--- src/design/assert_macros.svh ---
// Assertion helpers included by the receiver top level.
`ifndef ASSERT_MACROS_SVH
`define ASSERT_MACROS_SVH

// Property must hold at every clock edge outside reset.
`define EFR_ASSERT(label, prop, msg) \
  label: assert property (@(posedge clk_i) disable iff (!rst_ni) (prop)) else $error(msg);

// Consequent must hold in the cycle after the antecedent.
`define EFR_ASSERT_NEXT(label, ante, cons, msg) \
  label: assert property (@(posedge clk_i) disable iff (!rst_ni) (ante) |=> (cons)) \
    else $error(msg);

`endif

--- src/design/efr_pkg.sv ---
package efr_pkg;

  localparam logic [7:0] CH_SOH = 8'h01;
  localparam logic [7:0] CH_EOT = 8'h04;
  localparam logic [7:0] CH_ACK = 8'h06;
  localparam logic [7:0] CH_DLE = 8'h10;
  localparam logic [7:0] CH_NAK = 8'h15;
  localparam logic [7:0] POS_MAX = 8'hFF;

  typedef enum logic [1:0] {
    KIND_PAYLOAD = 2'd0,
    KIND_GOOD    = 2'd1,
    KIND_BAD     = 2'd2,
    KIND_ABORT   = 2'd3
  } kind_e;

  typedef enum logic [2:0] {
    PH_AWAIT   = 3'b001,
    PH_SIZE    = 3'b010,
    PH_CONTENT = 3'b100
  } phase_e;

  typedef struct packed {
    logic       valid;
    kind_e      kind;
    logic [7:0] data;
    logic [7:0] reply;
  } result_t;

endpackage

--- src/design/efr_frame_fsm.sv ---
module efr_frame_fsm import efr_pkg::*; (
  input  logic       clk_i,
  input  logic       rst_ni,
  input  logic       fire_i,
  input  logic [7:0] byte_i,
  output result_t    result_o,
  output logic [1:0] held_count_o
);

  phase_e     phase_q, phase_d;
  logic       esc_q, esc_d;
  logic [7:0] len_q, len_d;
  logic [7:0] pos_q, pos_d;
  logic [7:0] xor_q, xor_d;
  logic [1:0] cnt_q, cnt_d;
  logic [7:0] held0_q, held0_d;
  logic [7:0] held1_q, held1_d;

  logic       keep;
  logic [7:0] pos_inc;

  assign pos_inc = (pos_q == POS_MAX) ? pos_q : pos_q + 8'd1;

  always_comb begin
    phase_d  = phase_q;
    esc_d    = esc_q;
    len_d    = len_q;
    pos_d    = pos_q;
    xor_d    = xor_q;
    cnt_d    = cnt_q;
    held0_d  = held0_q;
    held1_d  = held1_q;
    keep     = 1'b0;
    result_o = '{valid: 1'b0, kind: KIND_PAYLOAD, data: 8'h00, reply: 8'h00};

    if (phase_q != PH_SIZE && phase_q != PH_CONTENT) begin
      phase_d = PH_AWAIT;
      if (byte_i == CH_SOH) begin
        phase_d = PH_SIZE;
        esc_d   = 1'b0;
        len_d   = 8'h00;
        pos_d   = 8'h00;
        xor_d   = 8'h00;
        cnt_d   = 2'd0;
      end
    end else begin
      if (esc_q) begin
        esc_d = 1'b0;
        keep  = 1'b1;
      end else if (byte_i == CH_DLE) begin
        esc_d = 1'b1;
      end else if (phase_q == PH_CONTENT && pos_q == 8'd1 && byte_i == CH_EOT) begin
        phase_d        = PH_AWAIT;
        result_o.valid = 1'b1;
        result_o.data  = held0_q;
        if (xor_q == 8'h00) begin
          result_o.kind  = KIND_GOOD;
          result_o.reply = CH_ACK;
        end else begin
          result_o.kind  = KIND_BAD;
          result_o.reply = CH_NAK;
        end
      end else if (byte_i == CH_SOH || byte_i == CH_EOT) begin
        phase_d        = PH_AWAIT;
        result_o.valid = 1'b1;
        result_o.kind  = KIND_ABORT;
      end else begin
        keep = 1'b1;
      end

      if (keep) begin
        if (phase_q == PH_SIZE) begin
          phase_d = PH_CONTENT;
          len_d   = byte_i;
          pos_d   = 8'h00;
        end else begin
          pos_d = pos_inc;
          if (pos_inc == len_q) begin
            phase_d = PH_SIZE;
          end
        end
        xor_d = xor_q ^ byte_i;
        if (cnt_q >= 2'd2) begin
          result_o.valid = 1'b1;
          result_o.kind  = KIND_PAYLOAD;
          result_o.data  = held0_q;
          held0_d        = held1_q;
          held1_d        = byte_i;
          cnt_d          = 2'd2;
        end else begin
          if (cnt_q[0]) begin
            held1_d = byte_i;
          end else begin
            held0_d = byte_i;
          end
          cnt_d = cnt_q + 2'd1;
        end
      end
    end
  end

  always_ff @(posedge clk_i or negedge rst_ni) begin
    if (!rst_ni) begin
      phase_q <= PH_AWAIT;
      esc_q   <= 1'b0;
      len_q   <= 8'h00;
      pos_q   <= 8'h00;
      xor_q   <= 8'h00;
      cnt_q   <= 2'd0;
    end else if (fire_i) begin
      phase_q <= phase_d;
      esc_q   <= esc_d;
      len_q   <= len_d;
      pos_q   <= pos_d;
      xor_q   <= xor_d;
      cnt_q   <= cnt_d;
    end
  end

  always_ff @(posedge clk_i) begin
    if (fire_i) begin
      held0_q <= held0_d;
      held1_q <= held1_d;
    end
  end

  assign held_count_o = cnt_q;

endmodule

--- src/design/escaped_frame_receiver_xor_check_unit.sv ---
// Receiver for DLE-escaped, SOH-started packets with an XOR checksum.
// Raw line bytes enter on the slave stream, one per beat in s_axis_tdata.
// Results leave on the master stream: m_axis_tuser carries the kind
// (payload, packet good, checksum bad, framing abort), m_axis_tdata carries
// the payload byte or packet number in bits 7:0 and the reply byte
// (ACK, NAK or zero) in bits 15:8.
// A byte is registered on entry and decoded from the input register against
// the frame state; any result it causes lands in the output register.
// The block sustains one input beat per cycle as long as the master side
// takes its beats.
// Bytes that produce no result (noise, SOH, DLE, the first two kept bytes)
// never wait for the output side.
// Reset puts the framer in the wait-for-SOH state and empties both registers.
// When the receiver stalls with a result pending, the input register holds
// its byte only if that byte also produces a result, and s_axis_tready drops.
module escaped_frame_receiver_xor_check_unit import efr_pkg::*; (
  input  logic        clk_i,
  input  logic        rst_ni,
  input  logic        s_axis_tvalid,
  output logic        s_axis_tready,
  input  logic [7:0]  s_axis_tdata,  // [7:0] rx_byte
  output logic        m_axis_tvalid,
  input  logic        m_axis_tready,
  output logic [15:0] m_axis_tdata,  // [7:0] out_byte, [15:8] reply_byte
  output logic [1:0]  m_axis_tuser   // [1:0] out_kind
);

  `include "assert_macros.svh"

  logic       in_valid_q;
  logic [7:0] in_byte_q;
  logic       out_valid_q;
  kind_e      out_kind_q;
  logic [7:0] out_byte_q;
  logic [7:0] out_reply_q;

  result_t    result;
  logic       advance;
  logic [1:0] held_count;

  efr_frame_fsm u_fsm (
    .clk_i       (clk_i),
    .rst_ni      (rst_ni),
    .fire_i      (advance),
    .byte_i      (in_byte_q),
    .result_o    (result),
    .held_count_o(held_count)
  );

  assign advance       = in_valid_q && (!result.valid || !out_valid_q || m_axis_tready);
  assign s_axis_tready = !in_valid_q || advance;

  always_ff @(posedge clk_i or negedge rst_ni) begin
    if (!rst_ni) begin
      in_valid_q <= 1'b0;
    end else if (s_axis_tready) begin
      in_valid_q <= s_axis_tvalid;
    end
  end

  always_ff @(posedge clk_i) begin
    if (s_axis_tready && s_axis_tvalid) begin
      in_byte_q <= s_axis_tdata;
    end
  end

  always_ff @(posedge clk_i or negedge rst_ni) begin
    if (!rst_ni) begin
      out_valid_q <= 1'b0;
    end else if (advance && result.valid) begin
      out_valid_q <= 1'b1;
    end else if (m_axis_tready) begin
      out_valid_q <= 1'b0;
    end
  end

  always_ff @(posedge clk_i) begin
    if (advance && result.valid) begin
      out_kind_q  <= result.kind;
      out_byte_q  <= result.data;
      out_reply_q <= result.reply;
    end
  end

  assign m_axis_tvalid = out_valid_q;
  assign m_axis_tdata  = {out_reply_q, out_byte_q};
  assign m_axis_tuser  = out_kind_q;

  `EFR_ASSERT(a_held_count_range, held_count != 2'd3, "held byte count out of range")
  `EFR_ASSERT(a_good_reply, !(m_axis_tvalid && m_axis_tuser == KIND_GOOD) || m_axis_tdata[15:8] == CH_ACK, "good packet without ACK")
  `EFR_ASSERT(a_payload_reply, !(m_axis_tvalid && (m_axis_tuser == KIND_PAYLOAD || m_axis_tuser == KIND_ABORT)) || m_axis_tdata[15:8] == 8'h00, "nonzero reply on payload or abort")
  `EFR_ASSERT_NEXT(a_in_hold, in_valid_q && !advance, in_valid_q && $stable(in_byte_q), "input register lost a stalled byte")

endmodule

--- config.mk ---
export PLATFORM = sky130hd
export DESIGN_NAME = escaped_frame_receiver_xor_check_unit
export DESIGN_NICKNAME = d
export VERILOG_FILES = /design/src/design/efr_pkg.sv /design/src/design/efr_frame_fsm.sv /design/src/design/escaped_frame_receiver_xor_check_unit.sv
export VERILOG_INCLUDE_DIRS = /design/src /design/src/design
export SDC_FILE = /design/constraint.sdc
export NUM_CORES = 1
export LEC_CHECK = 0
export BUFFER_PORTS_ARGS = -buffer_cell sky130_fd_sc_hd__clkbuf_2
export CAP_MARGIN = 10
export CORE_UTILIZATION = 53
export CTS_CLUSTER_SIZE = 14
export DETAILED_ROUTE_END_ITERATION = 16
export PLACE_DENSITY = 0.75
export SYNTH_ARGS = -nofsm -noshare
export SYNTH_HDL_FRONTEND = slang
export SYNTH_SLANG_ARGS = --single-unit
--- constraint.sdc ---
create_clock -name clk_i -period 2.7 [get_ports clk_i]
set_input_delay 0.27 -clock clk_i [delete_from_list [all_inputs] [get_ports clk_i]]
set_output_delay 0.27 -clock clk_i [all_outputs]
set_load 0.1 [all_outputs]
==> flow_summary.ini, run 1 <==
[outcome]
status = finished with violations
violations = hold timing

[floorplan]
rows = 29
initial_core_util_pct = 55.1
pin_count = 32
die_w_um = 83.3
dieHeight_um = 83.3
dieArea_mm2 = 0.00693
core_mm2 = 0.00635

[clock_network]
numCtsBuffers = 9
clock-root-buffer = clkbuf_8
cts_sinks = 69
tritoncts = done
clockBufferDepth = 2
clock_latency_ns = 0.35
h-tree-depth = 3
clkTransAtPathRegs_ns = 0.09
postCtsHoldBufs = 0

[global_routing]
gr-total-overflow = 0
grt_pass1_vias = 2454
antenna_found_initial = 0
grt_use_total_pct = 23.3
grt_max_degree = 33
grt_first_pass_wirelength_mm = 12.5

[setup_path]
start_kind = flip-flop
worst-setup-path-type = flip-flop to primary output
cpPeakStageDelay_ns = 0.57
worstPathRequired_ns = 2.43
critPathLaunch = in_byte_q[7]
ff2ff_path_depth = 5
r2r_start = in_byte_q[7]
rr_endpoint = u_fsm.held1_q[1]
worst-path-max-fanout = 4
crit_path_end_kind = primary output
critPathArrivalTime_ns = 2.40
slowest_stage = or4_4
path_cells = or4_4 > or3_4 > o21ai_2 > o2111ai_2 > nor2_2 > inv_2 > buf_12
worstSetupEndpoint = s_axis_tready
r2r_setup_slack_ns = 0.03

[drt]
drc = 0
drt-initial-drc-count = 352
wl_per_cell_um = 16.5
totalWireLength_mm = 7.57
ant_nets = 0
vias = 2736
viasPerCell = 5.97
firstDrtPassIters = 5

[synth]
ys_ff_latch = 69
yosysUniqueCellTypes = 58
ys_warn_count = 0
ys.flop_type = edfxtp_1
synth_top_cell_by_area = edfxtp_1
ys_seq_area_share_pct = 54.6
synth_edf_count = 37
synth-async-reset-ratio_pct = 46.4
synth_top_area_share_pct = 31.7
avgSynthCellArea_um2 = 10.5
synthCells = 333
syn_area_mm2 = 0.00350
synth_top_cells_by_area = edfxtp_1 32%, dfrtp_1 22%, nand2_1 4.4%

[pwr]
ir_drop_uv = 447
p_leak_nw = 1.66
swShare_pct = 25.5
p_seq_share_pct = 53.6
p_int_w = 0.00164
power.density_mw_per_mm2 = 541
clock_power_share_pct = 39.4
comb_power_share_pct = 7.0
power.switching_w = 0.000563

[sta]
rsz0062_at_grt = true
tightest_slew_ns = 0.810
relSlewSlack_pct = 46.0
min_period_ns = 2.67
fin_crit_sh_pct = 98.9
hold_slack_ns = -0.00198
fmax_mhz = 375
fin_worst_skew_ns = 0.0114
final-setup-viol-count = 0
slew_viol_final = 0
final-hold-violation-count = 2
setup_slack_ns = 0.0299

[cells_and_area]
layout.cells.non_filler = 458
area_delta_synth_final_pct = 16.5
fin_area_mm2 = 0.00408
layout_commonest_cell = nand2_1
layout_common_cells = 41 x nand2_1, 37 x edfxtp_1, 31 x dfrtp_1
antenna_cells = 0
final_nets = 390
layout-drive-gt1-share_pct = 24.4

[placement]
placed_area_mm2 = 0.00380
port_buffers = 27
hpwl_mm = 5.25
dp_cells = 437
place_ws_ns = 0.0178
gp_congestion = 0.960

[job]
drv_cap = 0

[min_path]
hp-class = primary input to asynchronous set/reset pin
## critical path: cells and delay by family, from the launching register on
kind | cells | cell delay (ns)
AOI/OAI and AO/OA | 2 | 0.28
buffers and inverters | 2 | 0.22
DFF | 1 | 0.39
and+or+nand+nor | 3 | 1.16
## Yosys cell counts, types with 6 or more instances
library cell  number
a21oi_1           16
and2_1            11
buf_4              6
clkbuf_1          12
dfrtp_1           31
edfxtp_1          37
inv_1             14
mux2_2             8
mux2i_1            9
nand2_1           41
nand3_1           14
nand4_1            7
nor2_1            16
nor2b_1            6
o21ai_0           20
o31ai_1            6
## cells by family after synthesis
kind of cell	synth area share [%]
DFF	54.6
and+or+nand+nor	19.3
other	0.107
adders and majority gates	0.715
AOI/OAI and AO/OA	13.5
muxes	5.15
xor gates and xnor gates	1.50
buffers and inverters	5.04
## worst min path at each step
stage	depth (start not counted)	slack, ns	from	end
5_1_grt	1	0.08	rst_ni	u_fsm.xor_q[4]
4_1_cts	1	0.02	rst_ni	u_fsm.xor_q[4]
3_3_place_gp	1	0.40	rst_ni	u_fsm.xor_q[1]
6_report	1	-0.002	rst_ni	u_fsm.len_q[3]
2_1_floorplan	0	-0.03	rst_ni	in_valid_q
3_5_place_dp	1	0.40	rst_ni	u_fsm.xor_q[2]
## state kept, by name (all words and copies together), names as in the netlist, 2 cells and up
register,flops
out_byte_q,8
in_byte_q,8
u_fsm.pos_q,8
m_axis_tuser,2
u_fsm.held0_q,8
out_reply_q,3
u_fsm.held1_q,8
u_fsm.phase_q,3
u_fsm.held_count_o,2
u_fsm.xor_q,8
u_fsm.len_q,8
## layer usage
| metal | vias up | wire [um] | track usage, % |
|---|---|---|---|
| met5 | - | 0 | 0 |
| met4 | 0 | 135 | 8.78 |
| met3 | 18 | 536 | 4.08 |
| met2 | 120 | 3400 | 34.8 |
| met1 | 1286 | 3510 | 34.3 |
| li1 | 1312 | - | - |
## stage by stage
step	hold WS [ns]	power [W]	util (%)	TNS (ns)
detailed placement	0.398	0.00135	59.9	0
finish	-0.00198	0.00221	64.2	0
floorplan	-0.0256	0.00130	-	0
global placement	0.397	0.00135	59.9	0
CTS	0.0236	0.00222	63.6	-0.0144
global route	0.0758	0.00229	64.2	-1.68
## layout make-up
class	count	area [um2]
tap	77	96.3
inverter	15	56.3
multi-input combinational	229	1470
fill	513	2270
sequential	69	1910
clock inverter	7	82.6
clock buffer	9	124
timing repair buffer	52	338
## power by group through the flow
| stage | Sequential, W | Combinational, W | Clock [W] |
|---|---|---|---|
| finish | 0.00118 | 0.000155 | 0.000871 |
| global route | 0.00119 | 0.000170 | 0.000938 |
| CTS | 0.00118 | 0.000153 | 0.000884 |
| detailed placement | 0.00120 | 0.000149 | 0 |
| global placement | 0.00120 | 0.000148 | 0 |
| floorplan | 0.00120 | 0.000103 | 0 |
## repair_timing
action                                  in CTS  in global routing
setup buffers                                2                  3
cloned                                       0                  0
endpoints found under the setup margin       1                 17
pin swaps                                    1                  6
resized for setup                            4                  5
Note: power is estimated with default switching activity, not from simulation.
==> run 2: changes to the inputs <==
- CORE_ASPECT_RATIO: default -> 0.75
==> run 2 against run 1 <==
  * Sequential power is essentially flat
  * Worst setup slack gained 0.0093 ns
  * Register-to-register slack gained 0.04 ns
  * Flip-flop and latch count stayed put
  * Clock power shrank 17%
  * Global-route usage increased by 2.1 points
  * Power is 6.7% lower
  * Via count increased by 1.3%
  * The run now ends clean
  * Combinational power shrank 3%
==> flow_summary.ini, run 2 (synthesized netlist as in run 1, its figures left out) <==
[cells_and_area]
layout-drive-gt1-share_pct = 23.7
final_util_pct = 63.6
layout.cells.non_filler = 460
area_delta_synth_final_pct = 15.3
final_nets = 388
layout_common_cells = 41 x nand2_1, 37 x edfxtp_1, 31 x dfrtp_1
antenna_cells = 0
fin_area_mm2 = 0.00404
layout_commonest_cell = nand2_1

[pwr]
swShare_pct = 25.6
comb_power_share_pct = 7.3
finalPower_w = 0.00206
power.density_mw_per_mm2 = 510
p_int_w = 0.00153
p_leak_nw = 1.64
ir_drop_uv = 396
power.switching_w = 0.000527
p_seq_share_pct = 57.8
clock_power_share_pct = 35.0

[job]
drv_cap = 0

[global_routing]
antenna_found_initial = 0
grt_use_total_pct = 25.4
gr-total-overflow = 0
grt_max_degree = 33
grt_first_pass_wirelength_mm = 12.8
grt_pass1_vias = 2488

[setup_path]
worst-setup-path-type = flip-flop to primary output
path_delay_family = simple AND/OR/NAND/NOR gates
cp_num_buf_inv = 2
r2r_setup_slack_ns = 0.07
rr_endpoint = u_fsm.held0_q[4]
slowest_stage = or4_4
r2r_start = in_byte_q[5]
crit_path_end_kind = primary output
critPathArrivalTime_ns = 2.39
worst-path-max-fanout = 4
start_kind = flip-flop
ff2ff_path_depth = 8
worstPathRequired_ns = 2.43
path_cells = or4_4 > or3_4 > o21ai_2 > o2111ai_2 > nor2_2 > inv_2 > buf_12
cpPeakStageDelay_ns = 0.57

[placement]
hpwl_mm = 5.60
port_buffers = 27
gp_congestion = 0.898
place_ws_ns = 0.0424
dp_cells = 441
placed_area_mm2 = 0.00382

[drt]
met2_length_mm = 3.23
viasPerCell = 6.03
totalWireLength_mm = 7.81
drc = 0
firstDrtPassIters = 5
drt-initial-drc-count = 231
vias = 2772
wl_per_cell_um = 17.0
wl_met1_mm = 3.76
wl_met3_um = 672
ant_nets = 0
top_layer = met4

[floorplan]
initial_core_util_pct = 55.1
die_w_um = 95.8
pin_count = 32
core_mm2 = 0.00635
rows = 25
dieArea_mm2 = 0.00694
dieHeight_um = 72.4

[sta]
min_period_ns = 2.66
fmax_mhz = 376
final-hold-violation-count = 0
slew_viol_final = 0
rsz0062_at_grt = true
setup_slack_ns = 0.0392
tightest_slew_ns = 0.836
final-setup-viol-count = 0
fin_worst_skew_ns = 0.00723
fin_crit_sh_pct = 98.5
relSlewSlack_pct = 44.3

[clock_network]
clockBufferDepth = 2
cts_sinks = 69
clock_latency_ns = 0.34
clock-root-buffer = clkbuf_8
h-tree-depth = 3
postCtsHoldBufs = 0
numCtsBuffers = 9
clkTransAtPathRegs_ns = 0.07
tritoncts = done

[min_path]
hp-class = primary input to asynchronous set/reset pin

[outcome]
status = complete, no violations
run 2: timing repair:
action	4_1_cts	5_1_grt
resized for setup	3	6
setup buffers	3	0
pin swaps	3	3
endpoints found under the hold margin	0	0
setup endpoints to repair	1	19
run 2: how the worst max path moves through the flow:
stage,start,endpoint,slack (ns),cells after the start
floorplan,in_byte_q[5],s_axis_tready,0.15,7
global placement,in_byte_q[5],in_byte_q[4],0.16,6
detailed placement,in_byte_q[5],in_byte_q[4],0.04,6
CTS,in_byte_q[7],s_axis_tready,0.01,7
global route,in_byte_q[5],s_axis_tready,-0.03,7
finish,in_byte_q[5],s_axis_tready,0.04,7
run 2: layer usage:
metal | GRT usage [%] | up-vias
met5 | 0 | -
met4 | 9.29 | 0
met3 | 7.44 | 14
met2 | 33.8 | 146
met1 | 39.0 | 1312
li1 | - | 1300
run 2: stage by stage:
step	hold WS (ns)	setup TNS (ns)
after floorplan	-0.0256	0
after global placement	0.399	0
after detailed placement	0.407	0
after CTS	0.0323	0
after global routing	0.0695	-0.0481
final	0.0167	0
run 2: final cells by class:
type	instances	area (um2)
Clock buffer	10	128
Clock inverter	6	40.0
Fill cell	535	2310
Inverter	15	56.3
Multi-Input combinational cell	229	1460
Sequential cell	69	1910
Tap cell	81	101
Timing Repair Buffer	50	335
run 2: power groups by stage:
stage          combinational [W]  clock (W)  sequential (W)
2_1_floorplan           0.000103          0         0.00120
3_3_place_gp            0.000141          0         0.00121
3_5_place_dp            0.000146          0         0.00121
4_1_cts                 0.000148   0.000733         0.00119
5_1_grt                 0.000165   0.000773         0.00119
6_report                0.000150   0.000720         0.00119
==> run 3: changes to the inputs <==
- CELL_PAD_IN_SITES_DETAIL_PLACEMENT: default -> 0
- CELL_PAD_IN_SITES_GLOBAL_PLACEMENT: default -> 1
- CORE_ASPECT_RATIO: 0.75 -> default
- CORE_UTILIZATION: 53 -> 42
- PLACE_DENSITY: 0.75 -> default
- PLACE_DENSITY_LB_ADDON: default -> 0.1
==> run 3 against run 2 <==
  * Routed wire length is 2.1% higher
  * Critical path type unchanged
  * Largest cell class unchanged
  * First-iteration DRC count is 19% lower
  * Sequential power hardly changed
  * Clock power increased by 31%
  * Via count fell by 5.9%
  * Non-clock buffer count grew 3
  * Power rose by 10%
  * Cell area is 2.3% higher
  * Clock-buffer cell count decreased by 1
==> flow_summary.ini, run 3 (synthesized netlist as in run 1, its figures left out) <==
[cells_and_area]
antenna_cells = 0
layout_common_cells = 41 x nand2_1, 37 x edfxtp_1, 31 x dfrtp_1
final_util_pct = 52.4
layout_commonest_cell = nand2_1
area_delta_synth_final_pct = 18.0
layout-drive-gt1-share_pct = 24.3
fin_area_mm2 = 0.00413
final_nets = 391

[setup_path]
start_kind = flip-flop
worst-path-max-fanout = 8
cp_num_buf_inv = 2
path_delay_family = simple AND/OR/NAND/NOR gates
crit_cells = 7
worst-setup-path-type = flip-flop to primary output
ff2ff_path_depth = 6
slowest_stage = or4_4
critPathArrivalTime_ns = 2.39
cpPeakStageDelay_ns = 0.58
path_cells = or4_4 > or3_4 > o21ai_2 > o2111ai_2 > nor2_2 > inv_2 > buf_12
worstPathRequired_ns = 2.43
crit_path_end_kind = primary output

[pwr]
p_leak_nw = 1.68
ir_drop_uv = 364
power.density_mw_per_mm2 = 551

[global_routing]
gr-total-overflow = 0
grt_first_pass_wirelength_mm = 12.6
grt_max_degree = 33
antenna_found_initial = 0
grt_pass1_vias = 2388
grt_use_total_pct = 19.6

[clock_network]
numCtsBuffers = 9
tritoncts = done
clkTransAtPathRegs_ns = 0.07
clock_latency_ns = 0.35
clockBufferDepth = 2
postCtsHoldBufs = 0
clock-root-buffer = clkbuf_8
h-tree-depth = 3
cts_sinks = 69

[outcome]
status = complete, no violations

[sta]
final-hold-violation-count = 0
min_period_ns = 2.66
fin_crit_sh_pct = 98.6
slew_viol_final = 0
final-setup-viol-count = 0
relSlewSlack_pct = 41.7
fin_worst_skew_ns = 0.0103
fmax_mhz = 376
rsz0062_at_grt = true
tightest_slew_ns = 0.875

[floorplan]
rows = 32
dieHeight_um = 93.3
die_w_um = 93.3
core_mm2 = 0.00789
initial_core_util_pct = 44.4
pin_count = 32
dieArea_mm2 = 0.00870

[min_path]
hp-class = primary input to asynchronous set/reset pin

[drt]
viasPerCell = 5.39
vias = 2609
totalWireLength_mm = 7.97
drc = 0
drt-initial-drc-count = 188
firstDrtPassIters = 5
ant_nets = 0
wl_per_cell_um = 16.5

[job]
drv_cap = 0

[placement]
placed_area_mm2 = 0.00387
hpwl_mm = 5.70
gp_congestion = 0.874
port_buffers = 27
## run 3: cell count changes in the layout (fill, tap and decap cells not counted), sizes merged
cell and change:
bufinv +2, inv +1, clkinv -2, buf +3
clkbuf -1
## run 3: report_power, final
part | switching, W | internal, W | leakage (nW)
Sequential | 0.0000376 | 0.00115 | 0.769
Combinational | 0.0000957 | 0.0000530 | 0.805
Clock | 0.000416 | 0.000524 | 0.110
## run 3: final timing paths
kind                                  from          endpoint  slack (ns)
setup / recovery              in_byte_q[5]     s_axis_tready        0.04
hold / removal                      rst_ni    u_fsm.pos_q[0]        0.03
setup reg to reg              in_byte_q[5]  u_fsm.held0_q[3]        0.06
hold reg to reg             u_fsm.xor_q[7]    u_fsm.xor_q[7]        0.47
max in group asynchronous           rst_ni     m_axis_tvalid        2.12
min in group clk_i         s_axis_tdata[4]      in_byte_q[4]        0.10
## run 3: area by class of cell
class,instances,area (um2)
fillers,696,3760
flip-flops and latches,69,1910
multi-input cells,229,1450
repair buffers,53,358
well taps,102,128
clock buffers,9,124
clock inverters,7,98.8
inverters,15,56.3
## run 3: metal layers
| layer | global-route usage, % | share of wire [%] | wire length (um) |
|---|---|---|---|
| met5 | 0 | 0 | 0 |
| met4 | 8.33 | 1.8 | 141 |
| met3 | 2.93 | 6.2 | 498 |
| met2 | 27.4 | 42 | 3380 |
| met1 | 29.9 | 50 | 3950 |
## run 3: metrics by stage
| step | hold WS [ns] | power [W] | std cells | setup WS [ns] | setup TNS [ns] |
|---|---|---|---|---|---|
| detailed placement | 0.435 | 0.00136 | 466 | 0.0790 | 0 |
| floorplan | -0.0256 | 0.00130 | 336 | 0.152 | 0 |
| CTS | 0.0524 | 0.00230 | 484 | 0.000921 | 0 |
| global placement | 0.427 | 0.00135 | 466 | 0.115 | 0 |
| finish | 0.0321 | 0.00228 | 484 | 0.0374 | 0 |
| global route | 0.0790 | 0.00236 | 484 | -0.0727 | -0.254 |
## run 3: what timing repair did
| item | 4_1_cts | 5_1_grt |
|---|---|---|
| buffers inserted | 2 | 0 |
| pin swaps | 1 | 0 |
| cloned | 0 | 0 |
| resized for setup | 4 | 2 |
| endpoints found under the hold margin | 0 | 0 |
| setup endpoints to repair | 1 | 19 |
